[src/sv/mst_pkg.sv]
`timescale 1ns / 1ps
`default_nettype none
// ----------------------------------------------------------------------------
// mst_pkg
// Shared types, codes and defaults for the multi-slot software timer.
// ----------------------------------------------------------------------------
package mst_pkg;

	localparam int SLOT_COUNT_DEF = 10;
	localparam int OP_W = 3;
	localparam int HANDLE_W = 8;
	localparam int DUR_W = 32;
	localparam int SLOT_W = 6;

	localparam logic [OP_W-1:0] OP_START_ONESHOT  = 3'd0;
	localparam logic [OP_W-1:0] OP_START_PERIODIC = 3'd1;
	localparam logic [OP_W-1:0] OP_STOP           = 3'd2;
	localparam logic [OP_W-1:0] OP_RESTART        = 3'd3;
	localparam logic [OP_W-1:0] OP_TICK           = 3'd4;

	typedef enum logic [1:0] {
		KIND_STATUS = 2'd0,
		KIND_EXPIRY = 2'd1,
		KIND_IDLE   = 2'd2
	} kind_t;

	typedef struct packed {
		logic  load_in;
		logic  clr_idx;
		logic  inc_idx;
		logic  clr_exp;
		logic  start_wr;
		logic  stop_wr;
		logic  restart_wr;
		logic  tick_wr;
		logic  out_load;
		kind_t out_kind;
		logic  out_ok;
		logic  out_last;
	} mst_cmd_t;

	typedef struct packed {
		logic [OP_W-1:0] op;
		logic            match;
		logic            idx_last;
		logic            any_exp;
		logic            exp_bit;
		logic            more_exp;
		logic            out_free;
	} mst_stat_t;

endpackage
`default_nettype wire

[src/sv/mst_datapath.sv]
`timescale 1ns / 1ps
`default_nettype none
// ----------------------------------------------------------------------------
// mst_datapath
// Slot table, walk index, expiry flags, captured command and output register.
// ----------------------------------------------------------------------------
module mst_datapath
	import mst_pkg::*;
#(
	parameter int SLOT_COUNT = SLOT_COUNT_DEF
) (
	input  wire logic                clk,
	input  wire logic                arst_n,
	input  wire mst_cmd_t            cmd,
	output mst_stat_t                stat,
	input  wire logic [OP_W-1:0]     in_op,
	input  wire logic [HANDLE_W-1:0] in_handle,
	input  wire logic [DUR_W-1:0]    in_dur,
	output logic                     out_valid,
	input  wire logic                out_ready,
	output kind_t                    out_kind,
	output logic                     out_ok,
	output logic [HANDLE_W-1:0]      out_handle,
	output logic [SLOT_W-1:0]        out_slot,
	output logic                     out_last
);

	localparam int IdxW = (SLOT_COUNT > 1) ? $clog2(SLOT_COUNT) : 1;

	logic [HANDLE_W-1:0]   owner_q  [SLOT_COUNT];
	logic [DUR_W-1:0]      period_q [SLOT_COUNT];
	logic [DUR_W-1:0]      remain_q [SLOT_COUNT];
	logic [SLOT_COUNT-1:0] repeat_q;
	logic [SLOT_COUNT-1:0] exp_q;
	logic [IdxW-1:0]       idx_q;
	logic [OP_W-1:0]       op_q;
	logic [HANDLE_W-1:0]   handle_q;
	logic [DUR_W-1:0]      dur_q;

	logic [HANDLE_W-1:0] key;
	logic [DUR_W-1:0]    cur_rem;
	logic                cur_expire;
	logic [SLOT_COUNT-1:0] above;

	assign key = (op_q == OP_START_ONESHOT || op_q == OP_START_PERIODIC) ? '0 : handle_q;
	assign cur_rem = remain_q[idx_q];
	assign cur_expire = (cur_rem == DUR_W'(1));
	assign above = (exp_q >> idx_q) >> 1;

	assign stat.op       = op_q;
	assign stat.match    = (owner_q[idx_q] == key);
	assign stat.idx_last = (idx_q == IdxW'(SLOT_COUNT - 1));
	assign stat.any_exp  = (|exp_q) | cur_expire;
	assign stat.exp_bit  = exp_q[idx_q];
	assign stat.more_exp = |above;
	assign stat.out_free = !out_valid || out_ready;

	always_ff @(posedge clk) begin
		if (cmd.load_in) begin
			op_q <= in_op;
			handle_q <= in_handle;
			dur_q <= in_dur;
		end
	end

	always_ff @(posedge clk or negedge arst_n) begin
		if (!arst_n) begin
			idx_q <= '0;
			exp_q <= '0;
			repeat_q <= '0;
			for (int i = 0; i < SLOT_COUNT; i++) begin
				owner_q[i] <= '0;
				period_q[i] <= '0;
				remain_q[i] <= '0;
			end
		end else begin
			if (cmd.clr_idx) begin
				idx_q <= '0;
			end else if (cmd.inc_idx) begin
				idx_q <= idx_q + IdxW'(1);
			end
			if (cmd.clr_exp) begin
				exp_q <= '0;
			end
			if (cmd.start_wr) begin
				owner_q[idx_q] <= handle_q;
				period_q[idx_q] <= dur_q;
				remain_q[idx_q] <= dur_q;
				repeat_q[idx_q] <= (op_q == OP_START_PERIODIC);
			end
			if (cmd.stop_wr) begin
				remain_q[idx_q] <= '0;
			end
			if (cmd.restart_wr) begin
				remain_q[idx_q] <= period_q[idx_q];
			end
			if (cmd.tick_wr && cur_rem != '0) begin
				if (cur_expire) begin
					exp_q[idx_q] <= 1'b1;
					remain_q[idx_q] <= repeat_q[idx_q] ? period_q[idx_q] : '0;
				end else begin
					remain_q[idx_q] <= cur_rem - DUR_W'(1);
				end
			end
		end
	end

	always_ff @(posedge clk or negedge arst_n) begin
		if (!arst_n) begin
			out_valid <= 1'b0;
		end else if (cmd.out_load) begin
			out_valid <= 1'b1;
		end else if (out_ready) begin
			out_valid <= 1'b0;
		end
	end

	always_ff @(posedge clk) begin
		if (cmd.out_load) begin
			out_kind <= cmd.out_kind;
			out_ok <= cmd.out_ok;
			out_last <= cmd.out_last;
			out_handle <= (cmd.out_kind == KIND_EXPIRY) ? owner_q[idx_q] : '0;
			out_slot <= (cmd.out_ok || cmd.out_kind == KIND_EXPIRY) ? SLOT_W'(idx_q) : '0;
		end
	end

endmodule
`default_nettype wire

[src/sv/mst_ctrl.sv]
`timescale 1ns / 1ps
`default_nettype none
// ----------------------------------------------------------------------------
// mst_ctrl
// Sequencer for slot searches, the tick walk and result beats.
// ----------------------------------------------------------------------------
module mst_ctrl
	import mst_pkg::*;
(
	input  wire logic      clk,
	input  wire logic      arst_n,
	input  wire logic      in_valid,
	output logic           in_ready,
	output mst_cmd_t       cmd,
	input  wire mst_stat_t stat
);

	typedef enum logic [2:0] {
		S_IDLE,
		S_DECODE,
		S_FIND,
		S_TICK,
		S_EMIT,
		S_RESP
	} state_t;

	state_t state_q;
	logic   ok_q;
	kind_t  kind_q;

	assign in_ready = (state_q == S_IDLE);

	always_comb begin
		cmd = '0;
		cmd.out_kind = KIND_STATUS;
		unique case (state_q)
			S_IDLE: begin
				if (in_valid) begin
					cmd.load_in = 1'b1;
					cmd.clr_idx = 1'b1;
					cmd.clr_exp = 1'b1;
				end
			end
			S_DECODE: begin
			end
			S_FIND: begin
				if (stat.match) begin
					cmd.start_wr = (stat.op == OP_START_ONESHOT) ||
						(stat.op == OP_START_PERIODIC);
					cmd.stop_wr = (stat.op == OP_STOP);
					cmd.restart_wr = (stat.op == OP_RESTART);
				end else if (!stat.idx_last) begin
					cmd.inc_idx = 1'b1;
				end
			end
			S_TICK: begin
				cmd.tick_wr = 1'b1;
				if (stat.idx_last) begin
					cmd.clr_idx = 1'b1;
				end else begin
					cmd.inc_idx = 1'b1;
				end
			end
			S_EMIT: begin
				cmd.out_kind = KIND_EXPIRY;
				cmd.out_last = !stat.more_exp;
				if (stat.exp_bit) begin
					if (stat.out_free) begin
						cmd.out_load = 1'b1;
						cmd.inc_idx = stat.more_exp;
					end
				end else begin
					cmd.inc_idx = 1'b1;
				end
			end
			S_RESP: begin
				cmd.out_kind = kind_q;
				cmd.out_ok = ok_q;
				cmd.out_last = 1'b1;
				cmd.out_load = stat.out_free;
			end
			default: begin
			end
		endcase
	end

	always_ff @(posedge clk or negedge arst_n) begin
		if (!arst_n) begin
			state_q <= S_IDLE;
			ok_q <= 1'b0;
			kind_q <= KIND_STATUS;
		end else begin
			unique case (state_q)
				S_IDLE: begin
					if (in_valid) begin
						state_q <= S_DECODE;
					end
				end
				S_DECODE: begin
					ok_q <= 1'b0;
					kind_q <= KIND_STATUS;
					case (stat.op) inside
						OP_START_ONESHOT, OP_START_PERIODIC, OP_STOP, OP_RESTART: begin
							state_q <= S_FIND;
						end
						OP_TICK: begin
							state_q <= S_TICK;
						end
						default: begin
							state_q <= S_RESP;
						end
					endcase
				end
				S_FIND: begin
					if (stat.match) begin
						ok_q <= 1'b1;
						state_q <= S_RESP;
					end else if (stat.idx_last) begin
						state_q <= S_RESP;
					end
				end
				S_TICK: begin
					if (stat.idx_last) begin
						if (stat.any_exp) begin
							state_q <= S_EMIT;
						end else begin
							kind_q <= KIND_IDLE;
							state_q <= S_RESP;
						end
					end
				end
				S_EMIT: begin
					if (stat.exp_bit && stat.out_free && !stat.more_exp) begin
						state_q <= S_IDLE;
					end
				end
				S_RESP: begin
					if (stat.out_free) begin
						state_q <= S_IDLE;
					end
				end
				default: begin
					state_q <= S_IDLE;
				end
			endcase
		end
	end

endmodule
`default_nettype wire

[src/sv/multi_slot_software_timer_top.sv]
`timescale 1ns / 1ps
`default_nettype none
// ----------------------------------------------------------------------------
// multi_slot_software_timer_top
// Table of one-shot and periodic timer slots driven by commands and ticks.
// ----------------------------------------------------------------------------
// One input beat is taken at a time. A start, stop or restart command walks
// the slot table one slot per cycle until the first free or matching slot is
// found or the last slot is checked, then sends its status beat. An unused
// code sends only a status beat. A tick walks every slot once to count down,
// then walks the slots again up to the last expired one to send one expiry
// beat per expired slot in slot order, or sends one idle beat when nothing
// expires. A stalled output holds the sequence until the beat is taken. The
// slot table is cleared by reset.
module multi_slot_software_timer_top
	import mst_pkg::*;
#(
	parameter int SLOT_COUNT = SLOT_COUNT_DEF
) (
	input  wire logic        clk,
	input  wire logic        arst_n,
	input  wire logic        s_tvalid,
	output logic             s_tready,
	input  wire logic [39:0] s_tdata,  // owner_handle[7:0], duration_ticks[39:8]
	input  wire logic [2:0]  s_tuser,  // opcode[2:0]
	output logic             m_tvalid,
	input  wire logic        m_tready,
	output logic [15:0]      m_tdata,  // success[0], expired_handle[8:1], slot_number[14:9]
	output logic [1:0]       m_tuser,  // result_kind[1:0]
	output logic             m_tlast   // last_result
);

	mst_cmd_t            cmd;
	mst_stat_t           stat;
	kind_t               out_kind;
	logic                out_ok;
	logic [HANDLE_W-1:0] out_handle;
	logic [SLOT_W-1:0]   out_slot;

	mst_ctrl u_ctrl (
		.clk      (clk),
		.arst_n   (arst_n),
		.in_valid (s_tvalid),
		.in_ready (s_tready),
		.cmd      (cmd),
		.stat     (stat)
	);

	mst_datapath #(
		.SLOT_COUNT (SLOT_COUNT)
	) u_datapath (
		.clk        (clk),
		.arst_n     (arst_n),
		.cmd        (cmd),
		.stat       (stat),
		.in_op      (s_tuser),
		.in_handle  (s_tdata[7:0]),
		.in_dur     (s_tdata[39:8]),
		.out_valid  (m_tvalid),
		.out_ready  (m_tready),
		.out_kind   (out_kind),
		.out_ok     (out_ok),
		.out_handle (out_handle),
		.out_slot   (out_slot),
		.out_last   (m_tlast)
	);

	assign m_tuser = out_kind;
	assign m_tdata = {1'b0, out_slot, out_handle, out_ok};

endmodule
`default_nettype wire
[config.mk]
export PLATFORM = sky130hd
export DESIGN_NAME = multi_slot_software_timer_top
export DESIGN_NICKNAME = d
export VERILOG_FILES = /design/src/sv/mst_pkg.sv /design/src/sv/mst_datapath.sv /design/src/sv/mst_ctrl.sv /design/src/sv/multi_slot_software_timer_top.sv
export SDC_FILE = /design/constraint.sdc
export NUM_CORES = 2
export LEC_CHECK = 0
export BUFFER_PORTS_ARGS = -buffer_cell sky130_fd_sc_hd__buf_4
export CORE_ASPECT_RATIO = 0.75
export CORE_MARGIN = 2
export CORE_UTILIZATION = 48
export DETAILED_ROUTE_END_ITERATION = 6
export GPL_ROUTABILITY_DRIVEN = 1
export PLACE_DENSITY_LB_ADDON = 0.15
export SYNTH_ARGS = -nofsm -noshare
export SYNTH_HDL_FRONTEND = slang
export SYNTH_SLANG_ARGS = --single-unit
[constraint.sdc]
create_clock -name clk -period 5.3 [get_ports clk]
set_clock_uncertainty 0.1 [all_clocks]
set_input_delay 0.795 -clock clk [delete_from_list [all_inputs] [get_ports clk]]
set_output_delay 0.795 -clock clk [all_outputs]
set_load 0.005 [all_outputs]
# Yosys cells after proc, flatten, opt, wreduce, memory -nomap -nowiden

Index checks and enable logic that the tools add are counted.

Bits in registers: 812
Input bits: 47
Output and inout port bits: 21
Logic and storage cells: 175

Add/subtract/negate cells: 2
Magnitude comparators: 4
Equal/unequal tests: 20
Shift operators: 1
Mux-type cells: 74
Bitwise operators: 5
Reduce and logical (&&, ||, !) cells: 23

Operators by type and width:

| operator              | count |
|---|---|
| $bwmux 320            | 5 |
| $mux 320              | 5 |
| $and 320x320->320     | 1 |
| $not 320->320         | 1 |
| $bmux 32 s4           | 2 |
| $mux 32               | 6 |
| $demux 32 s4          | 1 |
| $bwmux 80             | 1 |
| $bmux 8 s4            | 1 |
| $demux 8 s4           | 1 |
| $eq 32x1->1 const B   | 1 |
| $mux 8                | 4 |
| $reduce_bool 32->1    | 1 |
| $sub 32x1->32 const B | 1 |
| $mux 10               | 3 |
| $mux 3                | 10 |
| $mux 1                | 19 |
| $pmux 3 s6            | 1 |
| $eq 3x2->1 const B    | 4 |
| $bwmux 10             | 1 |
| $or 10x10->10         | 1 |
| $reduce_or 10->1      | 1 |
| $shr 10x4->10         | 1 |
| $eq 3x3->1 const B    | 3 |
| other kinds (32)      | 54 |

# Depth between registers and ports, before layout

Word-level depth: 15
Mapped depth: 18
Mapped depth without buffers: 11

# Cells and area by module

Synthesis repeated with hierarchy kept, for this count alone.

Cells, all modules: 4735
Area, all modules: 42474.5 µm²

By module, submodules not included:

| module                        | instances | cells each | area an instance (µm²) | sequential area each (µm²) |
|---|---|---|---|---|
| mst_datapath                  | 1         | 4676       | 42031.6                | 20414.6 |
| mst_ctrl                      | 1         | 56         | 424.2                  | 125.1 |
| multi_slot_software_timer_top | 1         | 3          | 18.8                   | 0.0 |

# Worst setup path before layout

OpenSTA, ideal clock, no wires.

Path type: flip-flop to flip-flop
Start point: register u_datapath.idx_q[0]
End point: register u_datapath.remain_q[26] (netlist name)
Library setup time: 133 ps
Data arrival time: 3790 ps
Data required time: 5067 ps
Setup slack: 1277 ps
Cell stages (with the launch flop): 16
Path buffers: 5
Period minus slack after synthesis: 4023 ps
Cell sequence: dfrtp_1 -> buf_6 -> buf_4 -> buf_6 -> buf_4 -> mux4_2 -> a221o_1 -> inv_1 -> ha_1 -> nand3_1 -> nor4_2 -> nand2_1 -> clkbuf_1 -> or4_1 -> a31oi_4 -> o22ai_1

Longest elaborated chain between the ends: 15
Elaborated cells between the ends (all ways): 36
Those cells by class: add/sub (1); order compare (2); eq/ne (2); mux (25); bitwise (3); reduce/logical (3)

Ends and longest elaborated chain:

| element                                    | line                                     | source |
|---|---|---|
| start: declaration                         | mst_datapath.sv:35                       | `logic [IdxW-1:0] idx_q;` |
| start signal: assignment                   | mst_datapath.sv:80                       | `idx_q <= idx_q + IdxW'(1);` |
| $not 4->5                                  | --                                       |  |
| $bmux 8 s4                                 | mst_datapath.sv:51                       | `assign stat.match = (owner_q[idx_q] == key);` |
| $mux 8 (implied by the code) (2 in series) | mst_datapath.sv:51                       |  |
| $eq 8x8->1                                 | mst_datapath.sv:51                       |  |
| $mux 3                                     | mst_ctrl.sv:47                           | `if (stat.match) begin` |
| $mux 3                                     | mst_ctrl.sv:36                           | `unique case (state_q)` |
| $mux 320                                   | mst_datapath.sv:85                       | `if (cmd.start_wr) begin` |
| $and 320x320->320 (no line)                | --                                       |  |
| $mux 320                                   | mst_datapath.sv:91                       | `if (cmd.stop_wr) begin` |
| $bwmux 320                                 | mst_datapath.sv:95                       | `remain_q[idx_q] <= period_q[idx_q];` |
| $mux 320                                   | mst_datapath.sv:94                       | `if (cmd.restart_wr) begin` |
| $bwmux 320 (on tied branches)              | mst_datapath.sv:102, mst_datapath.sv:100 |  |
| $mux 320                                   | mst_datapath.sv:98                       | `if (cur_expire) begin` |
| $mux 320 *                                 | mst_datapath.sv:97                       | `if (cmd.tick_wr && cur_rem != '0) begin` |
| end signal: indexed assignment             | mst_datapath.sv:95                       |  |
| end signal: indexed assignment             | mst_datapath.sv:100                      | `remain_q[idx_q] <= repeat_q[idx_q] ? period_q[idx_q] : '0;` |
| end signal: indexed assignment             | mst_datapath.sv:102                      | `remain_q[idx_q] <= cur_rem - DUR_W'(1);` |
| end: declaration                           | mst_datapath.sv:32                       | `logic [DUR_W-1:0] remain_q [SLOT_COUNT];` |

Mark *: on every way between the ends. The rest lies on a longest branch, timed or not. The select of a mux whose other input is x is not followed.
A chain may end at the register's enable or synchronous reset.

# Worst setup path in the final report

Start point: register u_datapath.idx_q[1]
End point: register u_datapath.remain_q[296] (netlist name)

Same word-level chain as after synthesis.

==> flow_summary.json <==
{
  "cts_sinks": 809,
  "cp.required_ps": 5800,
  "syn_to_final_growth_pct": 11.7,
  "crit_family": "buffers and inverters",
  "yosysWarningCount": 0,
  "wire_per_inst_um": 35.0,
  "path_cells": "buf_4 > buf_4 > mux4_2 > a22oi_1 > o21ai_1 > nor2_1 > nand4_1 > buf_4 > o31ai_4 > buf_12 > buf_12 > o22ai_1 > o22ai_1",
  "syn_inst": 4188,
  "rows": 95,
  "synth_top_area_share_pct": 43.3,
  "cts_resized": 0,
  "p_per_area_mw_per_mm2": 487,
  "final_nets": 4087,
  "r2r-end": "u_datapath.remain_q[296]",
  "root_buffer": "clkbuf_16",
  "yosysMostFrequentCell": "dfrtp_1",
  "fin_util_pct": 54.1,
  "vias": 39900,
  "dp_hpwl_um": 109000,
  "track_usage_pct": 39.6,
  "multi_input_area_sq_mm": 0.0209,
  "p_total_w": 0.0236,
  "crit_path_top_delay_cell": "dfrtp_4",
  "async_flop_share_pct": 92.7,
  "path_max_fanout": 120,
  "seqCellArea_sq_mm": 0.0205,
  "vias_per_cell": 7.49,
  "grt_pass1_vias": 38500,
  "post_cts_buffers": 0,
  "hold_buffers": 0,
  "clockBufferDepth": 3,
  "drv_slew": 0,
  "rsz0062_at_grt": "no",
  "fmax_mhz": 194,
  "fin_crit_sh_pct": 97.5,
  "min_period_ps": 5170,
  "antenna_found_initial": 6,
  "cp_num_buf_inv": 5,
  "crit_path_end_kind": "flip-flop",
  "boundaryPins": 68,
  "ant_nets": 0,
  "place.port_buffers": 64,
  "final_layout_size_suffix_gt1_share_pct": 16.7,
  "fin_setup_tns_ps": 0,
  "slew_headroom_pct": 33.1,
  "routed_wl_um": 186000,
  "ys_top_cells_by_count": "dfrtp_1 (750), o22ai_1 (706), nand2_1 (501), clkbuf_1 (343), a211oi_1 (325)",
  "die_y_um": 264,
  "tightestPinTransition_ps": 1000,
  "fillers": 7821,
  "cpMostUsedCell": "buf_4",
  "leakagePower_nw": 24.2,
  "drc": 4,
  "fp.dieW_um": 351,
  "drv_cap": 0,
  "grt_max_degree": 125,
  "cts_tree": "built",
  "synth_top_area_cell": "dfrtp_1",
  "critPathMaxStageDelay_ps": 790,
  "syn_area_sq_mm": 0.0434,
  "setup-violations-final": 0,
  "dp_cells": 5159,
  "grt_overflow": 0,
  "hold_viol": 0,
  "r2r-start": "u_datapath.idx_q[1]",
  "synth_edf_count": 59,
  "critPathArrivalTime_ps": 5670,
  "ys_seq_area_share_pct": 47.4,
  "syn_avg_cell_area_sq_um": 10.4,
  "dr.first_iter.drc_count": 6965,
  "hp-class": "primary input to asynchronous set/reset pin",
  "ys_seq_elements": 809,
  "regToRegSetupSlack_ps": 130,
  "coreArea_sq_mm": 0.0895,
  "clkTransAtPathRegs_ps": 70,
  "gp_congestion": 0.931,
  "grt_first_pass_wirelength_um": 268000,
  "cts_inserted_buffers": 84,
  "initial_utilization_pct": 48.4,
  "insertion_delay_ps": 710,
  "reg2regPathDepth": 13,
  "synth_cell_types": 73,
  "peakVddDrop_mv": 0.296,
  "status": "finished with violations",
  "fin_cells": 5324,
  "violations": "design-rule violations",
  "synthTopCellsByArea": "dfrtp_1 (43%), o22ai_1 (10%), mux4_2 (6.0%)",
  "start_kind": "flip-flop",
  "critPathKind": "flip-flop to flip-flop",
  "htreeDepth": 3,
  "die-area_sq_mm": 0.0928,
  "synthFlopType": "dfrtp_1",
  "dr.pass1.iters": 6
}
==> cell type report <==
class | count | share of cell area, %
Antenna cell | 7 | 0.0362
Clock buffer | 130 | 5.12
Clock inverter | 28 | 0.553
Inverter | 14 | 0.111
Multi-Input combinational cell | 2843 | 43.1
Sequential cell | 809 | 42.5
Tap cell | 1212 | 3.13
Timing Repair Buffer | 281 | 5.51
==> registers in the layout, indices dropped and copies added, names as in the netlist, 8 cells and up <==
signal                 cells
u_datapath.period_q      320
u_datapath.remain_q      320
u_datapath.owner_q        80
u_datapath.dur_q          32
u_datapath.exp_q          10
u_datapath.repeat_q       10
u_datapath.handle_q        8
u_datapath.out_handle      8
==> power breakdown <==
group	internal, W	switching [W]	leakage [nW]
logic	0.00320	0.00627	11.9
clock network	0.00342	0.00269	1.34
registers	0.00713	0.000835	10.9
==> per-layer routing <==
metal  GRT usage [%]  share of wire (%)  up-vias
met5           0.262              0.018        -
met1            54.3                 38    19700
li1                -                  -    15700
met2            55.0                 41     3573
met4            20.2                6.2        4
met3            14.2                 14      910
==> worst max-delay path by stage <==
| stage | from | endpoint | slack, ps | depth (start not counted) |
|---|---|---|---|---|
| floorplan | u_datapath.idx_q[0] | u_datapath.remain_q[26] | 1280 | 15 |
| global placement | u_datapath.idx_q[0] | u_datapath.remain_q[30] | 400 | 12 |
| detailed placement | u_datapath.idx_q[0] | u_datapath.remain_q[30] | 330 | 12 |
| CTS | u_datapath.idx_q[0] | u_datapath.remain_q[30] | 320 | 12 |
| global route | u_datapath.idx_q[0] | u_datapath.remain_q[30] | 30 | 12 |
| finish | u_datapath.idx_q[1] | u_datapath.remain_q[296] | 130 | 13 |
==> through the flow <==
| step | area [sq um] | hold WS, ps | setup slack [ps] |
|---|---|---|---|
| after global routing | 48400 | 85.7 | 31.2 |
| after CTS | 48400 | 61.8 | 315 |
| after global placement | 45600 | 345 | 403 |
| after detailed placement | 45600 | 354 | 331 |
| final | 48400 | 47.7 | 133 |
| after floorplan | 43400 | 333 | 1280 |
==> cells in the final DEF, fill, tap and decap left out, types with 9 or more instances in the layout <==
cell,count
a211oi_1,325
a21boi_0,51
a21o_1,270
a21oi_1,13
a221o_1,11
a221oi_1,10
a31oi_4,17
and2_1,45
and3_1,276
buf_12,44
buf_4,236
clkbuf_1,28
clkbuf_16,86
clkbuf_8,16
clkinv_2,12
dfrtp_1,747
edfxtp_1,59
inv_1,12
mux2_2,34
mux2_4,12
mux2i_1,144
mux4_2,116
nand2_1,490
nand2_2,11
nand3_1,20
nand4_1,11
nor2_1,33
nor3_1,11
nor3_2,20
nor4_1,21
nor4_4,11
o21ai_0,24
o22ai_1,705
o31ai_1,12
or2_2,12
or3_4,10
or4_1,14
or4_2,9
==> cells by family after synthesis <==
logic type | after synthesis | share of synthesized area [%]
AO/OA/AOI/OAI | 1482 | 24.1
AND/OR/NAND/NOR | 1030 | 12.0
flip-flops | 809 | 47.4
buffers and inverters | 538 | 5.31
multiplexers | 306 | 10.6
XOR/XNOR | 15 | 0.303
adder cells (fa/ha/maj) | 7 | 0.202
other | 1 | 0.00865
Note: power is estimated with default switching activity, not from simulation.
